### src/rtl/core/bba_pkg.sv
`timescale 1ns / 1ps
// -----------------------------------------------------------------------------
// Bitmap block allocator package
// Shared constants, operation codes and the command/status structs that join
// the controller and the datapath.
// -----------------------------------------------------------------------------
package bba_pkg;

  localparam int unsigned NumBlocks = 1024;
  localparam int unsigned IdxW      = $clog2(NumBlocks);
  localparam int unsigned CntW      = 11;
  localparam int unsigned BbW       = 13;
  localparam int unsigned RegW      = 11;
  localparam int unsigned SizeW     = 23;
  localparam int unsigned OffW      = 22;
  localparam int unsigned IdW       = 8;
  localparam int unsigned CfgW      = 13;
  localparam int unsigned CfgIdxW   = 1;
  // Divider width: a size plus a block size less one needs one bit more.
  localparam int unsigned QuoW      = SizeW + 1;

  localparam logic [IdW-1:0] ReservedId = 8'd5;

  localparam logic [1:0] ModeInit  = 2'd0;
  localparam logic [1:0] ModeAlloc = 2'd1;
  localparam logic [1:0] ModeFree  = 2'd2;

  localparam logic [1:0] StatDone   = 2'd0;
  localparam logic [1:0] StatNoRoom = 2'd1;
  localparam logic [1:0] StatRange  = 2'd2;

  localparam logic [CfgIdxW-1:0] CfgBlockBytes   = 1'd0;
  localparam logic [CfgIdxW-1:0] CfgRegionBlocks = 1'd1;

  // Datapath operations issued by the controller.
  typedef enum logic [3:0] {
    OpNone, OpLoad, OpClear, OpDiv, OpReserve, OpChkRoom, OpScan,
    OpTagLeft, OpTagRight, OpTag, OpFreeRd, OpFreeRun, OpFinish
  } op_e;

  typedef struct packed {
    op_e op;
  } cmd_t;

  typedef struct packed {
    logic done;  // current multi-cycle step finished
    logic fail;  // step ended without success
  } sts_t;

endpackage

### src/rtl/core/bba_ctrl.sv
`timescale 1ns / 1ps
// -----------------------------------------------------------------------------
// Bitmap block allocator controller
// Sequences the datapath through the steps of init, allocate and free.
// -----------------------------------------------------------------------------
module bba_ctrl
  import bba_pkg::*;
(
  input  logic       clk_i,
  input  logic       rst_ni,
  input  logic       req_valid_i,
  output logic       req_ready_o,
  input  logic [1:0] mode_i,
  input  logic       res_valid_q_i,
  input  logic       res_taken_i,
  output cmd_t       cmd_o,
  input  sts_t       sts_i,
  output logic       finish_fail_o
);

  localparam logic [3:0] StIdle    = 4'd0;
  localparam logic [3:0] StClear   = 4'd1;
  localparam logic [3:0] StDivI    = 4'd2;
  localparam logic [3:0] StRes     = 4'd3;
  localparam logic [3:0] StChk     = 4'd4;
  localparam logic [3:0] StDivA    = 4'd5;
  localparam logic [3:0] StScan    = 4'd6;
  localparam logic [3:0] StTagL    = 4'd7;
  localparam logic [3:0] StTagR    = 4'd8;
  localparam logic [3:0] StTag     = 4'd9;
  localparam logic [3:0] StDivF    = 4'd10;
  localparam logic [3:0] StFreeRd  = 4'd11;
  localparam logic [3:0] StFreeRun = 4'd12;
  localparam logic [3:0] StFin     = 4'd13;
  localparam logic [3:0] StBoot    = 4'd14;

  logic [3:0] state_q, state_d;
  logic       fail_q, fail_d;

  // A new request is taken when idle and the result slot is free or leaving.
  assign req_ready_o   = (state_q == StIdle) && (!res_valid_q_i || res_taken_i);
  assign finish_fail_o = fail_q;

  always_comb begin
    state_d   = state_q;
    fail_d    = fail_q;
    cmd_o.op  = OpNone;
    case (state_q)
      StBoot: begin
        // Clearing pass over the whole map after reset.
        cmd_o.op = OpClear;
        if (sts_i.done) state_d = StIdle;
      end
      StIdle: begin
        if (req_valid_i && req_ready_o) begin
          cmd_o.op = OpLoad;
          fail_d   = 1'b0;
          case (mode_i)
            ModeInit:  state_d = StClear;
            ModeAlloc: state_d = StChk;
            ModeFree:  state_d = StDivF;
            default:   state_d = StFin;
          endcase
        end
      end
      StClear: begin
        cmd_o.op = OpClear;
        if (sts_i.done) state_d = StDivI;
      end
      StDivI: begin
        cmd_o.op = OpDiv;
        if (sts_i.done) state_d = StRes;
      end
      StRes: begin
        cmd_o.op = OpReserve;
        if (sts_i.done) state_d = StFin;
      end
      StChk: begin
        cmd_o.op = OpChkRoom;
        if (sts_i.done) begin
          if (sts_i.fail) begin
            fail_d  = 1'b1;
            state_d = StFin;
          end else begin
            state_d = StDivA;
          end
        end
      end
      StDivA: begin
        cmd_o.op = OpDiv;
        if (sts_i.done) state_d = StScan;
      end
      StScan: begin
        cmd_o.op = OpScan;
        if (sts_i.done) begin
          if (sts_i.fail) begin
            fail_d  = 1'b1;
            state_d = StFin;
          end else begin
            state_d = StTagL;
          end
        end
      end
      StTagL: begin
        cmd_o.op = OpTagLeft;
        state_d  = StTagR;
      end
      StTagR: begin
        cmd_o.op = OpTagRight;
        state_d  = StTag;
      end
      StTag: begin
        cmd_o.op = OpTag;
        if (sts_i.done) state_d = StFin;
      end
      StDivF: begin
        cmd_o.op = OpDiv;
        if (sts_i.done) state_d = StFreeRd;
      end
      StFreeRd: begin
        cmd_o.op = OpFreeRd;
        if (sts_i.done) begin
          if (sts_i.fail) state_d = StFin;
          else            state_d = StFreeRun;
        end
      end
      StFreeRun: begin
        cmd_o.op = OpFreeRun;
        if (sts_i.done) state_d = StFin;
      end
      StFin: begin
        cmd_o.op = OpFinish;
        state_d  = StIdle;
      end
      default: state_d = StIdle;
    endcase
  end

  // State register.
  always_ff @(posedge clk_i or negedge rst_ni) begin
    if (!rst_ni) begin
      state_q <= StBoot;
      fail_q  <= 1'b0;
    end else begin
      state_q <= state_d;
      fail_q  <= fail_d;
    end
  end

endmodule

### config.mk
export PLATFORM = sky130hd
export DESIGN_NAME = bba_ctrl
export DESIGN_NICKNAME = d
export VERILOG_FILES = /design/src/rtl/core/bba_pkg.sv /design/src/rtl/core/bba_ctrl.sv
export SDC_FILE = /design/constraint.sdc
export NUM_CORES = 1
export LEC_CHECK = 0
export BUFFER_PORTS_ARGS = -buffer_cell sky130_fd_sc_hd__buf_4
export CAP_MARGIN = 5
export CORE_UTILIZATION = 41
export DETAILED_ROUTE_END_ITERATION = 6
export GPL_ROUTABILITY_DRIVEN = 0
export PLACE_DENSITY = 0.67
export SLEW_MARGIN = 20
export SYNTH_ARGS = -nofsm -noshare
export SYNTH_HDL_FRONTEND = slang
export SYNTH_SLANG_ARGS = --single-unit
### constraint.sdc
create_clock -name clk_i -period 1.5 [get_ports clk_i]
set_input_delay 0.075 -clock clk_i [delete_from_list [all_inputs] [get_ports clk_i]]
set_output_delay 0.075 -clock clk_i [all_outputs]
set_load 0.005 [all_outputs]
==> reports/metrics.csv, run 1 <==
metric,value,unit
status,"finished, violations left",
violations,negative setup slack,
crit_start,state_q[2]$_DFFE_PN1P_,
p_leak,0.427,nW
synth.mux.area_fraction,3.59,%
final_common_cell,buf_4,
placed_area,774,µm²
hold_path.class,input pin to flop,
fillerInstances,111,
yosysWarnings,0,
fmax,639,MHz
dieArea,1600,µm²
path_depth,5,
crit_chain,buf_6 > nand2_1 > o211a_4 > a21oi_4 > mux2_4,
n_antenna_cell,0,
max-cap-violations,0,
synth_edf_count,0,
drt_iter0_markers,18,
synth_ff_type,dfstp_2,
layout.cells.non_filler,123,
nNetsFinal,121,
portBuffers,14,
layout_common_cells,"26 x buf_4, 7 x nand2_1, 6 x buf_6",
cpPeakStageDelay,570,ps
cts_tree,done,
hold_viol_final,0,
grt_pass1_wl,2750,µm
dieHeight,40.0,µm
worst-path-max-fanout,4,
fin_util,70.7,%
wl_per_cell,14.4,µm
worst_slack,-64.6,ps
required,1670,ps
cp.arrival,1740,ps
grt_pass1_vias,616,
cts_root_buf,clkbuf_4,
drtPass1Iterations,4,
power,2.27,mW
antenna_left,0,
max-clock-path-buffers,2,
grt_max_degree,17,
synth_fa_ha_area_share,6.34,%
area_delta_synth_final,57.3,%
syn_nets,89,
vias_per_cell,5.80,
period_needed,1560,ps
ir_drop,0.00167,V
rsz0062_at_grt,true,
grt-ovfl-total,0,
track_usage,26.4,%
tns,-191,ps
synth_cell_types,37,
synth_xor_area_share,0,%
synthArstFlopShare,100,%
crit_type,flop to flop,
syn_area,592,µm²
skew,6.80,ps
clock-sinks,5,
ys_seq_elements,5,
numCtsBuffers,3,
startpoint_type,flop,
r2r-start,state_q[2]$_DFFE_PN1P_,
coreArea,1320,µm²
end_kind,flop,
wirelength,1770,µm
min_period_over_period,104,%
vias,713,
ff2ff_setup_slack,-60,ps
rows,13,
crit_buf_inv,1,
synth-compound-area-share,32.3,%
clock_latency,250,ps
r2r_cells,5,
crit_slowest_cell,dfstp_2,
worstReg2RegEnd,state_q[1]$_DFFE_PN1P_,
cp_top_family,flip-flops,
dpl_worst_slack,8.01,ps
fin_hold_ws,147,ps
ios,15,
yosysSeqAreaShare,21.8,%
final_layout_size_suffix_gt1_share,50.0,%
fp.dieW,40.0,µm
clk_pin_slew,50,ps
holdPathStages,3,
synth_top_family_by_area,compound AO/OA/AOI/OAI gates,
crit_end,state_q[1]$_DFFE_PN1P_,
initial_core_util,44.9,%
synth-simple-area-share,25.6,%
worst_pin_slew,247,ps
postLayoutCellArea,931,µm²
drv_slew,0,
antenna_found_initial,0,
cts_max_level,1,
dp_cells,112,
max-slew-margin-rel,83.5,%
syn_area_per_cell,7.69,µm²
drc,0,
hpwl,1180,µm
netlist_instances,77,
p_per_area,2440,nW/µm²
setup_viol,6,
what timing repair did:
action	4_1_cts	5_1_grt
cloned	0	0
setup buffers	4	2
pin swaps	3	6
setup endpoints to repair	4	7
hold endpoints to repair	5	0
gates resized for setup	10	7
hold buffers	1	0
tightest hold or removal path, stage by stage:
cell and delay [ps]:
buf_4 130, nand3_1 90, o21ai_1 60
registers in the layout (all words and copies together) (netlist names):
name           cells
state_q            4
finish_fail_o      1
layout make-up:
type / count / area (µm²) / share of cell area (%)
clock buffers: 4 / 26.3 / 2.82
inverters: 5 / 18.8 / 2.02
multi-input cells: 61 / 465 / 50.0
flip-flops and latches: 5 / 129 / 13.8
well taps: 15 / 18.8 / 2.02
repair buffers: 33 / 273 / 29.3
routing by layer:
layer / part of all wire (%) / up-vias / wire (µm) / GRT usage, %
met5: 0 / - / 0 / 0
met3: 8.4 / 6 / 148 / 6.67
met2: 49 / 44 / 873 / 40.3
li1: - / 341 / - / -
met1: 39 / 322 / 694 / 35.0
met4: 2.9 / 0 / 51 / 10.3
worst min path at each step:
stage	slack, ps	startpoint	to
floorplan	-220	rst_ni	finish_fail_o$_DFFE_PN0P_
global placement	-120	rst_ni	state_q[0]$_DFFE_PN0P_
detailed placement	-120	rst_ni	state_q[0]$_DFFE_PN0P_
CTS	130	sts_i[0]	finish_fail_o$_DFFE_PN0P_
global route	150	sts_i[0]	finish_fail_o$_DFFE_PN0P_
finish	150	sts_i[0]	finish_fail_o$_DFFE_PN0P_
synth_stat cells (2+ instances only):
cell	n	area share, %
nand3_1	3	2.5
o21ai_1	2	1.7
buf_2	3	2.5
o211ai_1	2	2.5
a21oi_1	7	5.9
ha_1	3	6.3
inv_1	4	2.5
nor2_1	6	3.8
nand2_1	7	4.4
o21ai_0	5	4.2
nor3_1	2	1.7
a31oi_1	2	2.1
dfstp_2	3	13
nand2b_1	2	2.1
nor2b_1	3	3.2
dfrtp_1	2	8.5
kinds of logic after synthesis:
group,after synthesis
compound gates,27
mux,2
simple gates,29
buf+inv,11
fa+ha+maj,3
flops,5
report_power, final:
part	switching, mW	leakage, nW	internal [mW]
combinational	0.846	0.357	0.955
sequential	0.0683	0.0550	0.242
clock	0.0575	0.0150	0.101
(Power assumes the default switching activity.)
==> run 2, diff against run 1 <==
--- a/config.mk
+++ b/config.mk
@@ -6,10 +6,9 @@
 export NUM_CORES = 1
 export LEC_CHECK = 0
 export BUFFER_PORTS_ARGS = -buffer_cell sky130_fd_sc_hd__buf_4
-export CAP_MARGIN = 5
 export CORE_UTILIZATION = 41
 export DETAILED_ROUTE_END_ITERATION = 6
-export GPL_ROUTABILITY_DRIVEN = 0
+export GPL_ROUTABILITY_DRIVEN = 1
 export PLACE_DENSITY = 0.67
 export SLEW_MARGIN = 20
 export SYNTH_ARGS = -nofsm -noshare
==> constraint.sdc (replaced) <==
create_clock -name clk_i -period 1.5 [get_ports clk_i]
set_input_delay 0.075 -clock clk_i [delete_from_list [all_inputs] [get_ports clk_i]]
set_output_delay 0.075 -clock clk_i [all_outputs]
set_load 0.01 [all_outputs]
==> reports/metrics.csv, run 2 (synthesis gave the netlist of run 1 again) <==
metric,value,unit
r2r-start,state_q[2]$_DFFE_PN1P_,
drc,0,
cts_root_buf,clkbuf_4,
cts_tree,done,
max-slew-margin-rel,80.6,%
final_layout_size_suffix_gt1_share,53.4,%
setup_viol,7,
ff2ff_setup_slack,-100,ps
numCtsBuffers,3,
layout_common_cells,"32 x buf_4, 7 x buf_6, 6 x nand2_1",
r2r_cells,5,
grt_pass1_vias,644,
fin_hold_ws,128,ps
grt-ovfl-total,0,
crit_type,flop to output port,
largest_reg_flops,4,
drt_iter0_markers,24,
dp_cells,112,
drv_slew,0,
max-cap-violations,0,
crit_end,cmd_o[0],
track_usage,27.7,%
n_antenna_cell,0,
grt_pass1_wl,2910,µm
tns,-312,ps
dieHeight,40.0,µm
min_period_over_period,107,%
initial_core_util,44.9,%
crit_start,state_q[3]$_DFFE_PN1P_,
end_kind,output port,
regMostFlops,state_q,
vias_per_cell,5.81,
antenna_left,0,
rsz0062_at_grt,true,
postLayoutCellArea,1000,µm²
skew,5.72,ps
drtPass1Iterations,4,
final_common_cell,buf_4,
fp.dieW,40.0,µm
fillerInstances,99,
cp.arrival,1520,ps
antenna_found_initial,0,
clk_pin_slew,50,ps
status,"finished, violations left",
layout.cells.non_filler,131,
required,1420,ps
hold_path.class,input pin to flop,
clock-sinks,5,
grt_max_degree,17,
wirelength,2060,µm
worstReg2RegEnd,state_q[1]$_DFFE_PN1P_,
hold_viol_final,0,
area_delta_synth_final,69.6,%
p_leak,0.469,nW
portBuffers,14,
dieArea,1600,µm²
coreArea,1320,µm²
worst-path-max-fanout,7,
hpwl,1180,µm
ios,15,
violations,negative setup slack,
max-clock-path-buffers,2,
placed_area,774,µm²
vias,761,
wl_per_cell,15.7,µm
worst_slack,-99.5,ps
clock_latency,250,ps
period_needed,1600,ps
ir_drop,0.00162,V
cts_max_level,1,
p_per_area,2560,nW/µm²
nNetsFinal,129,
fin_util,76.2,%
startpoint_type,flop,
worst_pin_slew,292,ps
rows,13,
place.gp.congestion,0.916,
fmax,625,MHz
-- run 2: through the flow --
step,power [mW],setup WS [ps]
floorplan,1.26,8.04
CTS,2.29,-54.5
global route,2.74,-139
finish,2.57,-99.5
detailed placement,1.77,8.01
global placement,1.76,15.3
-- run 2: layer usage --
metal / vias to the layer above / GRT usage (%) / share of wire [%]
met5: - / 0 / 0
met1: 351 / 37.0 / 39
met4: 0 / 10.3 / 2.9
met3: 6 / 7.22 / 8.2
met2: 50 / 42.3 / 50
li1: 354 / - / -
-- run 2: final cells by class --
type                       instances  area (µm²)  area share [%]
clock buffer                       4        26.3            2.62
inverter                           5        18.8            1.87
multi-input combinational         61         462            46.0
sequential                         5         129            12.8
tap                               15        18.8            1.87
timing repair buffer              41         349            34.8
-- run 2: repair_timing --
action | 4_1_cts | 5_1_grt
hold endpoints to repair | 5 | 0
resized for setup | 16 | 3
setup buffers | 9 | 5
hold buffers | 1 | 0
pin swaps | 3 | 7
setup endpoints to repair | 4 | 7
-- run 2: how the worst min path moves through the flow --
stage / to / cells past startpoint / from / slack, ps
CTS: finish_fail_o$_DFFE_PN0P_ / 3 / sts_i[0] / 130
global route: finish_fail_o$_DFFE_PN0P_ / 3 / sts_i[0] / 140
finish: finish_fail_o$_DFFE_PN0P_ / 3 / sts_i[0] / 130
detailed placement: state_q[0]$_DFFE_PN0P_ / 1 / rst_ni / -120
floorplan: finish_fail_o$_DFFE_PN0P_ / 0 / rst_ni / -220
global placement: state_q[0]$_DFFE_PN0P_ / 1 / rst_ni / -120
-- run 2: worst max-delay path, stage by stage, from the launching register on --
cell	delay (ps)
dfstp_2	580
buf_6	150
inv_2	70
a31oi_1	160
o21a_1	160
a21oi_2	40
buf_4	140
-- run 2: report_power, final --
group | internal (mW) | switching (mW) | leakage [nW]
logic | 1.12 | 0.968 | 0.399
clock network | 0.101 | 0.0565 | 0.0150
registers | 0.243 | 0.0796 | 0.0550
total | 1.46 | 1.10 | 0.469
==> run 3, diff against run 2 <==
--- a/config.mk
+++ b/config.mk
@@ -9,7 +9,9 @@
 export CORE_UTILIZATION = 41
 export DETAILED_ROUTE_END_ITERATION = 6
 export GPL_ROUTABILITY_DRIVEN = 1
+export GPL_TIMING_DRIVEN = 0
 export PLACE_DENSITY = 0.67
+export RECOVER_POWER = 25
 export SLEW_MARGIN = 20
 export SYNTH_ARGS = -nofsm -noshare
 export SYNTH_HDL_FRONTEND = slang
==> reports/metrics.csv, run 3 (synthesis gave the netlist of run 1 again) <==
metric,value,unit
layout.cells.non_filler,126,
worst_slack,-93.0,ps
antenna_found_initial,0,
clock-sinks,5,
final_layout_size_suffix_gt1_share,49.5,%
p_sw,1.07,mW
worst_pin_slew,322,ps
period_needed,1590,ps
grt_pass1_wl,2710,µm
violations,negative setup slack,
drt_iter0_markers,27,
dieHeight,40.0,µm
clock_latency,240,ps
drv_slew,0,
numCtsBuffers,3,
rsz0062_at_grt,true,
setup_viol,5,
end_kind,output port,
largest_reg_flops,4,
ir_drop,0.00133,V
place.gp.congestion,0.917,
area_delta_synth_final,61.7,%
placed_area,729,µm²
power.internal,1.33,mW
dieArea,1600,µm²
ff2ff_setup_slack,-50,ps
vias,745,
fin_util,72.6,%
status,"finished, violations left",
worst-path-max-fanout,5,
skew,7.99,ps
p_per_area,2510,nW/µm²
switching_share,44.4,%
n_antenna_cell,0,
hpwl,1110,µm
fillerInstances,106,
dpl_worst_slack,-98.0,ps
max-cap-violations,0,
fmax,628,MHz
track_usage,26.2,%
crit_type,flop to output port,
regMostFlops,state_q,
coreArea,1320,µm²
nNetsFinal,124,
drtPass1Iterations,4,
drc,0,
p_seq_share,13.2,%
postLayoutCellArea,957,µm²
antenna_left,0,
ios,15,
hold_viol_final,0,
wl_per_cell,14.4,µm
min_period_over_period,106,%
p_leak,0.447,nW
rows,13,
vias_per_cell,5.91,
initial_core_util,44.9,%
max-slew-margin-rel,78.5,%
cts_tree,done,
fp.dieW,40.0,µm
cts_max_level,1,
clk_pin_slew,50,ps
cts_root_buf,clkbuf_4,
p_clk_share,6.5,%
grt-ovfl-total,0,
startpoint_type,flop,
wirelength,1820,µm
combinationalPowerShare,80.3,%
required,1420,ps
cp.arrival,1520,ps
max-clock-path-buffers,2,
grt_max_degree,11,
hold_path.class,input pin to flop,
dp_cells,106,
grt_pass1_vias,630,
portBuffers,14,
final_common_cell,buf_4,
layout_common_cells,"27 x buf_4, 7 x a21oi_1, 6 x nor2_1",
tns,-206,ps
==> run 3: cell types whose count changed in the layout (fill, tap and decap cells not counted), sizes merged <==
cell    change
buf         -8
clkbuf      +3
==> run 3: power groups by stage <==
stage	clock [mW]	sequential, mW	combinational [mW]
final	0.156	0.318	1.93
after global routing	0.169	0.323	2.07
after CTS	0.160	0.308	1.79
after detailed placement	0	0.328	1.32
after global placement	0	0.325	1.30
after floorplan	0	0.306	0.954
==> run 3: final timing paths <==
kind | to | depth (start not counted) | start
max in group asynchronous | state_q[3]$_DFFE_PN1P_ | 2 | rst_ni
min in group asynchronous | state_q[0]$_DFFE_PN0P_ | 2 | rst_ni
worst max-delay path | cmd_o[0] | 6 | state_q[2]$_DFFE_PN1P_
worst max register to register | state_q[1]$_DFFE_PN1P_ | 5 | state_q[2]$_DFFE_PN1P_
worst min register to register | finish_fail_o$_DFFE_PN0P_ | 2 | finish_fail_o$_DFFE_PN0P_
worst min-delay path | finish_fail_o$_DFFE_PN0P_ | 3 | sts_i[0]
==> run 3: through the flow <==
stage / hold WS (ps) / total power [mW]
floorplan: -221 / 1.26
global placement: -124 / 1.63
detailed placement: -121 / 1.64
CTS: 117 / 2.26
global route: 127 / 2.56
finish: 121 / 2.40
==> run 3: final cells by class <==
class	instances	area [µm²]	area share [%]
buffer	6	55.1	5.75
tap	15	18.8	1.96
sequential	5	129	13.5
multi-input combinational	61	482	50.3
timing repair buffer	30	228	23.8
clock buffer	4	26.3	2.75
inverter	5	18.8	1.96
==> run 3: layer usage <==
metal / GRT usage (%) / vias up / part of all wire (%)
met3: 6.67 / 6 / 7.1
li1: - / 350 / -
met5: 0 / - / 0
met4: 11.2 / 0 / 2.7
met1: 33.1 / 350 / 41
met2: 41.5 / 39 / 49
==> run 3: timing repair <==
action                                  CTS  global route
pin swaps                                 8             4
endpoints found under the setup margin    8             5
gates resized for setup                  16             7
buffers inserted                         15             0
hold endpoints to repair                  5             0
hold buffers                              1             0
==> run 3: worst max-delay path, cell delays in order (launching register included) <==
cell	delay, ps
dfstp_2	360
buf_6	120
buf_6	130
nor2_1	260
a21oi_1	120
a21oi_1	140
buf_4	140
